<file path="config.mk">
export PLATFORM = sky130hd
export DESIGN_NAME = rle_nibble_sprite_decoder_core
export DESIGN_NICKNAME = d
export VERILOG_FILES = /design/src/design/rnsd_pkg.sv /design/src/design/rnsd_parser.sv /design/src/design/rle_nibble_sprite_decoder_core.sv
export SDC_FILE = /design/constraint.sdc
export NUM_CORES = 1
export LEC_CHECK = 0
export BUFFER_PORTS_ARGS = -buffer_cell sky130_fd_sc_hd__buf_2
export CAP_MARGIN = 20
export CORE_MARGIN = 5
export CORE_UTILIZATION = 51
export DETAILED_ROUTE_END_ITERATION = 8
export PLACE_DENSITY = 0.72
export SYNTH_ARGS = -nofsm -noshare
export SYNTH_HDL_FRONTEND = slang
export SYNTH_HIERARCHICAL = 1
export SYNTH_SLANG_ARGS = --single-unit
export TNS_END_PERCENT = 50
</file>
<file path="constraint.sdc">
create_clock -name clk -period 5.5 [get_ports clk]
set_input_delay 0.825 -clock clk [delete_from_list [all_inputs] [get_ports clk]]
set_output_delay 0.825 -clock clk [all_outputs]
set_load 0.1 [all_outputs]
</file>
<file path="src/design/rnsd_pkg.sv">
// Shared types and constants for the nibble-packed RLE sprite decoder.
// No dependencies; used by rnsd_parser and the core top level.
package rnsd_pkg;

  // Header info word fields.
  localparam logic [15:0] INFO_COMPRESSED = 16'h8000;
  localparam logic [15:0] INFO_MODE_A     = 16'h4000;
  localparam logic [15:0] INFO_MODE_B     = 16'h2000;
  localparam logic [15:0] INFO_WIDTH_MASK = 16'h01FF;
  localparam logic [15:0] WIDTH_ROUND     = 16'h03FC;

  typedef enum logic [7:0] {
    PH_IDLE    = 8'b0000_0001,
    PH_INFO_HI = 8'b0000_0010,
    PH_HEIGHT  = 8'b0000_0100,
    PH_PAL     = 8'b0000_1000,
    PH_RAW     = 8'b0001_0000,
    PH_CTRL    = 8'b0010_0000,
    PH_FILL    = 8'b0100_0000,
    PH_LIT     = 8'b1000_0000
  } phase_t;

  typedef enum logic [1:0] {
    KIND_PAIR   = 2'd0,
    KIND_HEADER = 2'd1,
    KIND_ERROR  = 2'd2
  } kind_t;

  localparam logic [1:0] ERR_NONE        = 2'd0;
  localparam logic [1:0] ERR_UNSUPPORTED = 2'd1;
  localparam logic [1:0] ERR_EMPTY_FRAME = 2'd2;

  typedef struct packed {
    kind_t       kind;
    logic [7:0]  pixel_first;
    logic [7:0]  pixel_second;
    logic [7:0]  repeat_pairs;
    logic [9:0]  frame_width;
    logic [7:0]  frame_height;
    logic        frame_done;
    logic [1:0]  error_code;
  } result_t;

endpackage

</file>
<file path="src/design/rnsd_parser.sv">
// Header parser and pixel-run decoder: per-byte state and the result of each transfer that yields one.
// Depends on rnsd_pkg for phase codes and the result struct.
module rnsd_parser (
  input  logic             clk,
  input  logic             rst,
  input  logic             take,
  input  logic [7:0]       data_byte,
  input  logic             frame_start,
  output logic             res_fire,
  output rnsd_pkg::result_t res
);
  import rnsd_pkg::*;

  phase_t      phase, phase_next;
  logic [7:0]  info_low_byte, info_low_byte_next;
  logic [9:0]  width_px, width_px_next;
  logic [7:0]  height_rows, height_rows_next;
  logic [7:0]  pal_offset, pal_offset_next;
  logic        is_compressed, is_compressed_next;
  logic [15:0] pairs_left, pairs_left_next;
  logic [7:0]  run_left, run_left_next;

  logic [15:0] info;
  logic [15:0] width_round;
  logic [17:0] area;
  logic [7:0]  want;
  logic [7:0]  rep;
  logic [15:0] pairs_rem;
  logic        zero_keeps;
  logic [7:0]  pix_lo, pix_hi;
  logic [7:0]  run_dec;

  assign info        = {data_byte, info_low_byte};
  assign width_round = ((info & INFO_WIDTH_MASK) + 16'd3) & WIDTH_ROUND;
  assign area        = {8'b0, width_px} * {10'b0, height_rows};

  // Shared pair emission: clip the run to what is left of the frame.
  assign want       = (phase == PH_FILL) ? run_left : 8'd1;
  assign rep        = ({8'b0, want} > pairs_left) ? pairs_left[7:0] : want;
  assign pairs_rem  = pairs_left - {8'b0, rep};
  assign zero_keeps = (phase != PH_RAW);
  assign pix_lo     = (zero_keeps && data_byte[3:0] == 4'd0) ? 8'd0
                      : ({4'b0, data_byte[3:0]} + pal_offset);
  assign pix_hi     = (zero_keeps && data_byte[7:4] == 4'd0) ? 8'd0
                      : ({4'b0, data_byte[7:4]} + pal_offset);
  assign run_dec    = (run_left != 8'd0) ? (run_left - 8'd1) : 8'd0;

  always_comb begin
    phase_next         = phase;
    info_low_byte_next = info_low_byte;
    width_px_next      = width_px;
    height_rows_next   = height_rows;
    pal_offset_next    = pal_offset;
    is_compressed_next = is_compressed;
    pairs_left_next    = pairs_left;
    run_left_next      = run_left;
    res_fire           = 1'b0;
    res                = '0;
    if (take) begin
      if (frame_start) begin
        // Abandon any frame in flight.
        info_low_byte_next = data_byte;
        phase_next         = PH_INFO_HI;
      end else begin
        case (phase)
          PH_INFO_HI: begin
            if ((info & (INFO_MODE_A | INFO_MODE_B)) != 16'd0) begin
              res_fire       = 1'b1;
              res.kind       = KIND_ERROR;
              res.error_code = ERR_UNSUPPORTED;
              phase_next     = PH_IDLE;
            end else begin
              is_compressed_next = (info & INFO_COMPRESSED) != 16'd0;
              width_px_next      = width_round[9:0];
              phase_next         = PH_HEIGHT;
            end
          end
          PH_HEIGHT: begin
            height_rows_next = data_byte;
            phase_next       = PH_PAL;
          end
          PH_PAL: begin
            pal_offset_next = data_byte;
            res_fire        = 1'b1;
            if (width_px == 10'd0 || height_rows == 8'd0) begin
              res.kind       = KIND_ERROR;
              res.error_code = ERR_EMPTY_FRAME;
              phase_next     = PH_IDLE;
            end else begin
              pairs_left_next  = area[16:1];
              run_left_next    = 8'd0;
              phase_next       = is_compressed ? PH_CTRL : PH_RAW;
              res.kind         = KIND_HEADER;
              res.frame_width  = width_px;
              res.frame_height = height_rows;
            end
          end
          PH_CTRL: begin
            if (data_byte[7]) begin
              run_left_next = ~data_byte + 8'd2;
              phase_next    = PH_FILL;
            end else begin
              run_left_next = data_byte + 8'd1;
              phase_next    = PH_LIT;
            end
          end
          PH_RAW, PH_FILL, PH_LIT: begin
            if (phase == PH_FILL) begin
              run_left_next = 8'd0;
              phase_next    = PH_CTRL;
            end else if (phase == PH_LIT) begin
              run_left_next = run_dec;
              if (run_dec == 8'd0) begin
                phase_next = PH_CTRL;
              end
            end
            res_fire         = 1'b1;
            res.kind         = KIND_PAIR;
            res.pixel_first  = pix_lo;
            res.pixel_second = pix_hi;
            res.repeat_pairs = rep;
            res.frame_done   = (pairs_rem == 16'd0);
            pairs_left_next  = pairs_rem;
            if (pairs_rem == 16'd0) begin
              phase_next    = PH_IDLE;
              run_left_next = 8'd0;
            end
          end
          default: begin
            // Idle: drop the byte.
          end
        endcase
      end
    end
  end

  always_ff @(posedge clk) begin
    if (rst) begin
      phase         <= PH_IDLE;
      info_low_byte <= '0;
      width_px      <= '0;
      height_rows   <= '0;
      pal_offset    <= '0;
      is_compressed <= 1'b0;
      pairs_left    <= '0;
      run_left      <= '0;
    end else begin
      phase         <= phase_next;
      info_low_byte <= info_low_byte_next;
      width_px      <= width_px_next;
      height_rows   <= height_rows_next;
      pal_offset    <= pal_offset_next;
      is_compressed <= is_compressed_next;
      pairs_left    <= pairs_left_next;
      run_left      <= run_left_next;
    end
  end

`ifndef SYNTHESIS
  a_run_phase_has_pairs: assert property (@(posedge clk) disable iff (rst)
    (phase == PH_RAW || phase == PH_FILL || phase == PH_LIT) |-> pairs_left != 16'd0)
    else $error("pixel phase with no pairs left");

  a_pair_repeat_nonzero: assert property (@(posedge clk) disable iff (rst)
    (res_fire && res.kind == KIND_PAIR) |-> res.repeat_pairs != 8'd0)
    else $error("pixel run with zero repeat");

  a_done_goes_idle: assert property (@(posedge clk) disable iff (rst)
    (res_fire && res.frame_done) |=> phase == PH_IDLE)
    else $error("frame done but decoder not idle");
`endif

endmodule

</file>
<file path="src/design/rle_nibble_sprite_decoder_core.sv">
// Top level of the nibble-packed RLE sprite decoder: byte channel in, result channel out.
// Depends on rnsd_pkg and rnsd_parser.
// Latency: a result is valid the cycle after the byte that causes it is transferred.
// Throughput: one byte per cycle; the input stalls only while a held result is stalled.
// Reset (rst, synchronous): decoder idle, waiting for a frame start; result register empty.
module rle_nibble_sprite_decoder_core (
  input  logic        clk,
  input  logic        rst,
  input  logic        src_valid,
  output logic        src_stall,
  input  logic [7:0]  data_byte,
  input  logic        frame_start,
  output logic        res_valid,
  input  logic        res_stall,
  output logic [1:0]  kind,
  output logic [7:0]  pixel_first,
  output logic [7:0]  pixel_second,
  output logic [7:0]  repeat_pairs,
  output logic [9:0]  frame_width,
  output logic [7:0]  frame_height,
  output logic        frame_done,
  output logic [1:0]  error_code
);
  import rnsd_pkg::*;

  logic    take;
  logic    step_fire;
  result_t step_res;
  result_t held;

  assign src_stall = res_valid && res_stall;
  assign take      = src_valid && !src_stall;

  rnsd_parser u_parser (
    .clk         (clk),
    .rst         (rst),
    .take        (take),
    .data_byte   (data_byte),
    .frame_start (frame_start),
    .res_fire    (step_fire),
    .res         (step_res)
  );

  always_ff @(posedge clk) begin
    if (rst) begin
      res_valid <= 1'b0;
    end else if (take && step_fire) begin
      res_valid <= 1'b1;
    end else if (!res_stall) begin
      res_valid <= 1'b0;
    end
  end

  // Hold the payload while stalled; load on a producing transfer.
  always_ff @(posedge clk) begin
    if (take && step_fire) begin
      held <= step_res;
    end
  end

  assign kind         = held.kind;
  assign pixel_first  = held.pixel_first;
  assign pixel_second = held.pixel_second;
  assign repeat_pairs = held.repeat_pairs;
  assign frame_width  = held.frame_width;
  assign frame_height = held.frame_height;
  assign frame_done   = held.frame_done;
  assign error_code   = held.error_code;

`ifndef SYNTHESIS
  a_stall_only_when_full: assert property (@(posedge clk) disable iff (rst)
    src_stall |-> res_valid)
    else $error("input stalled with empty result register");

  a_header_nonempty: assert property (@(posedge clk) disable iff (rst)
    (res_valid && kind == KIND_HEADER) |-> (frame_width != 10'd0 && frame_height != 8'd0))
    else $error("header result with zero width or height");

  a_error_has_code: assert property (@(posedge clk) disable iff (rst)
    (res_valid && kind == KIND_ERROR) |-> error_code != ERR_NONE)
    else $error("error result without a code");
`endif

endmodule
</file>
# ---- Yosys cells after proc, flatten, opt, wreduce, memory -nomap -nowiden
# Cells that the tools add are included.
dict set report word_totals {
  elab_cells 110
  in_bits 13
  ff_bits 111
}
dict set report op_classes {
  add_sub_neg 7
  eq_ne 13
  mul 1
  n_lt_le_gt_ge 1
  n_bitwise 6
  reduce_logical 32
  n_mux 33
}
# operator n
set ops {}
lappend ops {{$mux 8} 15}
lappend ops {{$pmux 8 s5} 1}
lappend ops {{$pmux 16 s2} 1}
lappend ops {{$pmux 8 s3} 1}
lappend ops {{$add 4x8->8} 2}
lappend ops {{$gt 8x16->1} 1}
lappend ops {{$logic_not 16->1} 1}
lappend ops {{$logic_not 8->1} 2}
lappend ops {{$mux 16} 1}
lappend ops {{$reduce_bool 16->1} 1}
lappend ops {{$reduce_or 4->1} 4}
lappend ops {{$sub 16x8->16} 1}
lappend ops {{$mul 8x8->15} 1}
lappend ops {{$reduce_and 4->1} 3}
lappend ops {{$add 9x2->10 const B} 1}
lappend ops {{$logic_not 10->1} 1}
lappend ops {{$ne 5x2->1 const B} 2}
lappend ops {{$add 8x1->8 const B} 1}
lappend ops {{$add 8x2->8 const B} 1}
lappend ops {{$eq 8x2->1 const B} 1}
lappend ops {{$eq 8x3->1 const B} 1}
lappend ops {{$eq 8x4->1 const B} 1}
lappend ops {{$eq 8x5->1 const B} 1}
lappend ops {{$eq 8x6->1 const B} 1}
lappend ops {{28 further kinds} 47}

# ---- Longest topological paths before layout
# Gate-level depths: netlist of the first run.
dict set report logic_depth {
  ltp_word 9
  mapped_depth 25
  depth_no_buf 23
}

# ---- By module
# The synthesis of the first run kept the hierarchy.
# module area_each_um2 cells_each n_inst
set modules_own_cells {}
lappend modules_own_cells {rnsd_parser 7252.0 960 1}
lappend modules_own_cells {rle_nibble_sprite_decoder_core 1460.2 54 1}

# ---- Worst setup path after synthesis of the first run
# OpenSTA, ideal clock, no wires.
dict set report synth_path {
  kind {register -> register}
  startpoint {register u_parser.phase[0]}
  endpoint {register u_parser.phase[2]}
  path_slack_ps -86
  path_stages_with_launch 24
  required_time_ps 5430
  synth_period_minus_slack_ps 5586
  t_arrival_ps 5515
  cell_sequence {dfxtp_1 nor3_1 nand2_1 nor4b_1 and2_1 ha_1 and4_1 a311oi_1 nand2_1 a21oi_2 mux2i_1 ha_1 inv_1 fa_1 a211oi_2 nor2_2 o21ai_1 a32oi_1 and4b_1 buf_6 and4b_4 buf_6 or3b_1 a21oi_1}
}
dict set report synth_via {
  elab_chain_cells 9
  elab_cells_between_ends 21
  cone_classes {add/sub: 1; order compare: 1; eq/ne: 9; mux: 6; reduce/logical: 4}
}
# element line
set synth_lines {}
lappend synth_lines {{from (decl)} rnsd_parser.sv:14} ;# phase_t phase, phase_next;
lappend synth_lines {{from (signal assigned)} rnsd_parser.sv:148} ;# phase <= phase_next;
lappend synth_lines {{$eq 8x7->1} {rnsd_parser.sv:38, rnsd_parser.sv:65, rnsd_parser.sv:108}}
lappend synth_lines {{$mux 8} rnsd_parser.sv:38} ;# assign want = (phase == PH_FILL) ? run_left : 8'd1;
lappend synth_lines {{$gt 8x16->1} rnsd_parser.sv:39} ;# assign rep = ({8'b0, want} > pairs_left) ? pairs_left[7:0] : want;
lappend synth_lines {{$mux 8} rnsd_parser.sv:39}
lappend synth_lines {{$sub 16x8->16} rnsd_parser.sv:40} ;# assign pairs_rem = pairs_left - {8'b0, rep};
lappend synth_lines {{$logic_not 16->1} rnsd_parser.sv:124} ;# if (pairs_rem == 16'd0) begin
lappend synth_lines {{$mux 8} rnsd_parser.sv:124}
lappend synth_lines {{$pmux 8 s5} rnsd_parser.sv:65} ;# case (phase)
lappend synth_lines {{$mux 8} rnsd_parser.sv:60} ;# if (frame_start) begin
# Several ways; a longest one is shown, not always the timed one.
# A chain may end at the register's enable or synchronous reset.

# ---- Final worst setup path of the first run
dict set report layout_path {
  startpoint {register u_parser.phase[0]}
  endpoint {register u_parser.phase[7]}
}
# The elaborated chain is that of the path after synthesis.

==> out/metrics.yaml, run 1 <==
run_status:
  outcome: "finished with violations"
  violations: "setup timing"
sta:
  fin_ws_ns: -0.0218
  rsz0062_at_grt: "yes"
  tightest_slew_ns: 1.03
  final-setup-viol-count: 6
  setup_tns_ns: -0.0721
  fin_crit_ns: 5.52
  max-slew-margin-rel: 0.309
  hold_viol: 0
  slew_violations: 0
  post-route-period-util: 1.00
  final.setup_skew_ns: 0.0101
  max_freq_mhz: 181
  whs_ns: 0.459
min_path:
  hold_class: "reg -> reg"
  hp-start: "u_parser/info_low_byte[5]"
worst_setup_path:
  critPathLaunch: "u_parser/phase[0]"
  endpoint_kind: "register"
  worst_ep_required_time_ns: 5.85
  start_kind: "register"
  crit_type: "reg -> reg"
  cp.arrival_ns: 5.87
  r2r_start: "u_parser/phase[0]"
  crit_fanout: 6
logic_synthesis:
  yosys.area.top_type: "edfxtp_1"
  synthArstFlopShare: 0
  synth.area.top_cells: "edfxtp_1 (16%), dfxtp_1 (15%), ha_1 (9.2%), fa_1 (8.7%), nand2_1 (5.0%)"
  synthMuxAreaShare: 0.0184
  yosys_warnings: 6
  synth_top_area_share: 0.162
  synth-edff-count: 47
  synthXorXnorAreaFrac: 0.0372
  synth_top_family_by_area: "simple AND/OR/NAND/NOR gates"
  yosys.area_share.simple: 0.231
  syn_inst: 1014
  avgSynthCellArea_um2: 8.59
  synth.distinct_cells: 76
  synth_area_um2: 8710
  synth_compound_area_frac: 0.153
  synth-seq-area-share: 0.314
  ys_ff_latch: 113
  synthFlopType: "dfxtp_1"
  synth_adder_area_share: 0.179
power_and_ir_drop:
  power_density_nw_per_um2: 213
  p_seq_frac: 0.407
  power_frac_clock: 0.539
  ir_drop_mv: 0.235
  p_leak_uw: 0.00438
  p_comb_frac: 0.054
  p_int_uw: 1640
  power.net_switching_uw: 516
  swShare: 0.239
drt:
  drt_first_iter_violations: 558
  drc: 0
  firstDrtPassIters: 5
  wire_per_inst_um: 17.7
  ant_nets: 0
  num_vias: 7648
  viasPerCell: 5.89
  wirelength_mm: 22.9
layout:
  fin_area_um2: 10100
  drive_gt1_frac: 0.177
  nets: 1180
  num-fill-cells: 1419
  areaGrowthSynthToFinish_pct: 16.3
  regArea_um2: 2740
  largest_reg_flops: 16
  multi_input_area_um2: 5660
  utilization: 0.607
  layout_common_cells: "nand2_1 (115), nor2_1 (94), inv_1 (75), a21oi_1 (69), dfxtp_1 (64)"
  largest_register: "u_parser/pairs_left"
  n_antenna_cell: 0
  final_common_cell: "nand2_1"
clocking:
  htree_num_levels: 4
  clock_tree.root_cell: "clkbuf_16"
  clkLatencyLatePin_ns: 0.42
  cts_max_path_buffers: 2
  cts_hold_buffers: 0
  cts_sinks: 113
  clk_pin_slew_ns: 0.06
  cts-buffers-inserted: 17
  cts_tree: "built"
global_routing:
  grt_max_degree: 46
  antenna_found_initial: 0
  grt_overflow: 0
  grt_pass1_vias: 7129
  grt_pass1_wl_mm: 36.2
  grtUsageTotal: 0.224
die:
  die_h_um: 141
  initial_core_util: 0.522
  die_w_um: 141
  rows: 47
  io_pins: 62
  core_area_um2: 16700
  die_area_um2: 19800
flow_run:
  cap_violations: 0
place:
  place_congestion: 0.953
  dp_hpwl_mm: 16.0
  post_dp_cell_area_um2: 9180
  port_buffers: 61
  place_ws_ns: -0.0739
[cells by family after synthesis]
logic type | count (synthesis)
compound gates | 206
xor+xnor | 37
fa+ha+maj | 102
buf+inv | 138
flops | 113
mux | 16
other cells | 1
simple gates | 401
[routing by layer]
layer	part of all wire	global-route usage	wire length, um	vias up
met5	0	0	0	-
met3	0.073	0.0535	1660	45
li1	-	-	-	3627
met4	0.020	0.0602	452	0
met2	0.48	0.367	11000	304
met1	0.43	0.300	9810	3672
[worst max-delay path, stage by stage, from the launching register on]
cell and delay (ns):
dfxtp_2 0.34, nor3_4 0.22, nand2_2 0.11, nor4b_4 0.32, buf_4 0.19, buf_4 0.11, and2_1 0.16, ha_1 0.25
and4_1 0.20, a311oi_1 0.29, nand2_1 0.15, a21oi_4 0.20, mux2i_2 0.29, ha_2 0.22, inv_2 0.04, fa_2 0.42
a211oi_4 0.30, nor2_2 0.09, buf_4 0.16, o21ai_4 0.19, a32oi_2 0.09, and4b_2 0.31, and4b_4 0.23, or3b_1 0.40
a21oi_2 0.15
[Yosys cell counts (12+ instances only)]
master    instances
a211oi_1         14
a21oi_1          74
a31oi_1          13
and2_1           62
clkbuf_1         46
dfxtp_1          66
edfxtp_1         47
fa_1             38
ha_1             64
inv_1            76
mux2i_1          16
nand2_1         116
nand3_1          16
nand4_1          12
nor2_1           96
nor2b_1          14
nor3_1           23
o21ai_0          30
xnor2_1          21
xor2_1           16
[per-stage QoR]
stage | power, uW | instances
2_1_floorplan | 972 | 1015
3_3_place_gp | 1000 | 1254
3_5_place_dp | 1000 | 1254
4_1_cts | 2160 | 1288
5_1_grt | 2220 | 1298
6_report | 2160 | 1298
[repair_timing]
item,CTS,global route
gates resized for setup,4,53
endpoints found under the setup margin,14,18
cloned,0,2
pin swaps,1,28
setup buffers,2,7
[worst paths after layout]
kind                                     to  slack, ns  cells past startpoint
hold reg to reg   u_parser/info_low_byte[5]       0.46                      2
setup / recovery          u_parser/phase[7]      -0.02                     24
hold / removal    u_parser/info_low_byte[5]       0.46                      2
setup reg to reg          u_parser/phase[7]      -0.02                     24
[power groups by stage]
stage	clock [uW]	combinational (uW)	sequential (uW)
6_report	1160	116	879
3_3_place_gp	0	105	896
4_1_cts	1170	107	878
2_1_floorplan	0	70.2	902
5_1_grt	1220	126	880
3_5_place_dp	0	106	896
[cell type report]
type | count | share of cell area
tap | 220 | 0.0272
sequential | 113 | 0.270
multi-input combinational | 765 | 0.558
inverter | 77 | 0.0285
clock inverter | 14 | 0.0175
timing repair buffer | 91 | 0.0552
clock buffer | 18 | 0.0433
(Power assumes the default switching activity.)
==> run 2, diff against run 1 <==
- SKIP_LAST_GASP: unset -> 1
==> run 2 against run 1 <==
Critical path depth unchanged. Sequential cell count unchanged. Hold slack about the same. Fmax increased by 0.42%. Design area about the same. Highest routed layer unchanged. The flow now finishes without violations. Clock skew decreased by 0.00095 ns. Via count decreased by 0.30%. Worst setup slack improved by 0.023 ns. Total power increased by 0.15%.
==> out/metrics.yaml, run 2 (synthesis gave the netlist of run 1 again) <==
min_path:
  hold_class: "reg -> reg"
sta:
  max-slew-margin-rel: 0.312
  post-route-period-util: 1.00
  hold_viol: 0
  rsz0062_at_grt: "yes"
  final-setup-viol-count: 0
  final.setup_skew_ns: 0.00917
  tightest_slew_ns: 1.03
  setup_tns_ns: 0
  max_freq_mhz: 182
  slew_violations: 0
  fin_crit_ns: 5.50
worst_setup_path:
  crit_type: "reg -> reg"
  worst_ep_required_time_ns: 5.85
  endpoint_kind: "register"
  cp.arrival_ns: 5.85
  start_kind: "register"
  crit_fanout: 6
drt:
  ant_nets: 0
  firstDrtPassIters: 6
  wirelength_mm: 23.0
  viasPerCell: 5.87
  num_vias: 7625
  wire_per_inst_um: 17.7
  drt_first_iter_violations: 488
  drc: 0
clocking:
  cts_max_path_buffers: 2
  cts_hold_buffers: 0
  clk_pin_slew_ns: 0.06
  cts_tree: "built"
  cts_sinks: 113
  clkLatencyLatePin_ns: 0.42
  htree_num_levels: 4
  clock_tree.root_cell: "clkbuf_16"
  cts-buffers-inserted: 17
die:
  rows: 47
  die_w_um: 141
  die_area_um2: 19800
  io_pins: 62
  core_area_um2: 16700
  die_h_um: 141
  initial_core_util: 0.522
flow_run:
  cap_violations: 0
layout:
  drive_gt1_frac: 0.176
  final_cells: 1298
  largest_register: "u_parser/pairs_left"
  largest_reg_flops: 16
  fin_area_um2: 10100
  final_common_cell: "nand2_1"
  areaGrowthSynthToFinish_pct: 16.3
  layout_common_cells: "nand2_1 (115), nor2_1 (94), inv_1 (75), a21oi_1 (69), dfxtp_1 (64)"
  nets: 1180
  n_antenna_cell: 0
place:
  port_buffers: 61
  post_dp_cell_area_um2: 9180
  place_inst: 1254
  place_congestion: 0.953
  dp_hpwl_mm: 16.0
global_routing:
  grt_pass1_wl_mm: 36.2
  grt_pass1_vias: 7129
  grt_max_degree: 46
  grtUsageTotal: 0.224
  grt_overflow: 0
  antenna_found_initial: 0
run_status:
  outcome: "completed"
power_and_ir_drop:
  power.total_uw: 2160
  ir_drop_mv: 0.238
  power_density_nw_per_um2: 213
  p_leak_uw: 0.00437
## run 2: layout make-up
class / instances / area, um2
Fill cell: 1419 / 6570
Multi-Input combinational cell: 765 / 5650
Sequential cell: 113 / 2740
Timing Repair Buffer: 91 / 559
Clock buffer: 18 / 439
Inverter: 77 / 289
Tap cell: 220 / 275
Clock inverter: 14 / 178
## run 2: stage by stage
stage	setup WS [ns]	util	hold slack, ns
5_1_grt	-0.147	0.606	0.499
2_1_floorplan	0.137	-	0.436
6_report	0.00103	0.606	0.458
3_3_place_gp	0.0221	0.549	0.450
4_1_cts	0.0663	0.588	0.463
3_5_place_dp	-0.0739	0.549	0.455
## run 2: routing by layer
| metal | wire length, um | GRT usage | share of wire |
|---|---|---|---|
| met3 | 1610 | 0.0535 | 0.070 |
| met4 | 463 | 0.0602 | 0.020 |
| met5 | 0 | 0 | 0 |
| met1 | 9880 | 0.300 | 0.43 |
| met2 | 11000 | 0.367 | 0.48 |
## run 2: path summary, 6_finish.rpt
path / startpoint / end / slack, ns / cells after the start
worst max-delay path: u_parser/phase[0] / u_parser/phase[7] / 0.001 / 24
worst min-delay path: u_parser/info_low_byte[5] / u_parser/info_low_byte[5] / 0.46 / 2
worst max register to register: u_parser/phase[0] / u_parser/phase[7] / 0.001 / 24
worst min register to register: u_parser/info_low_byte[5] / u_parser/info_low_byte[5] / 0.46 / 2
## run 2: where the power goes
part,switching (uW),internal [uW]
registers,6.12,873
clock network,435,731
logic,78.0,38.2
## run 2: critical path, cell delays in order, from the launching register on
cell and delay, ns:
dfxtp_2 0.34, nor3_4 0.22, nand2_2 0.11, nor4b_4 0.33
buf_4 0.19, buf_4 0.11, and2_1 0.15, ha_1 0.25
and4_1 0.20, a311oi_1 0.26, nand2_1 0.15, a21oi_4 0.20
mux2i_2 0.29, ha_2 0.22, inv_2 0.04, fa_2 0.42
a211oi_4 0.30, nor2_2 0.09, buf_4 0.16, o21ai_4 0.19
a32oi_2 0.09, and4b_2 0.32, and4b_4 0.24, or3b_1 0.40
a21oi_2 0.15
## run 2: repair_timing
| action | in CTS | in global routing |
|---|---|---|
| gates cloned | 0 | 2 |
| gates resized for setup | 4 | 52 |
| pin swaps | 1 | 27 |
| setup endpoints to repair | 14 | 18 |
| buffers inserted | 2 | 7 |
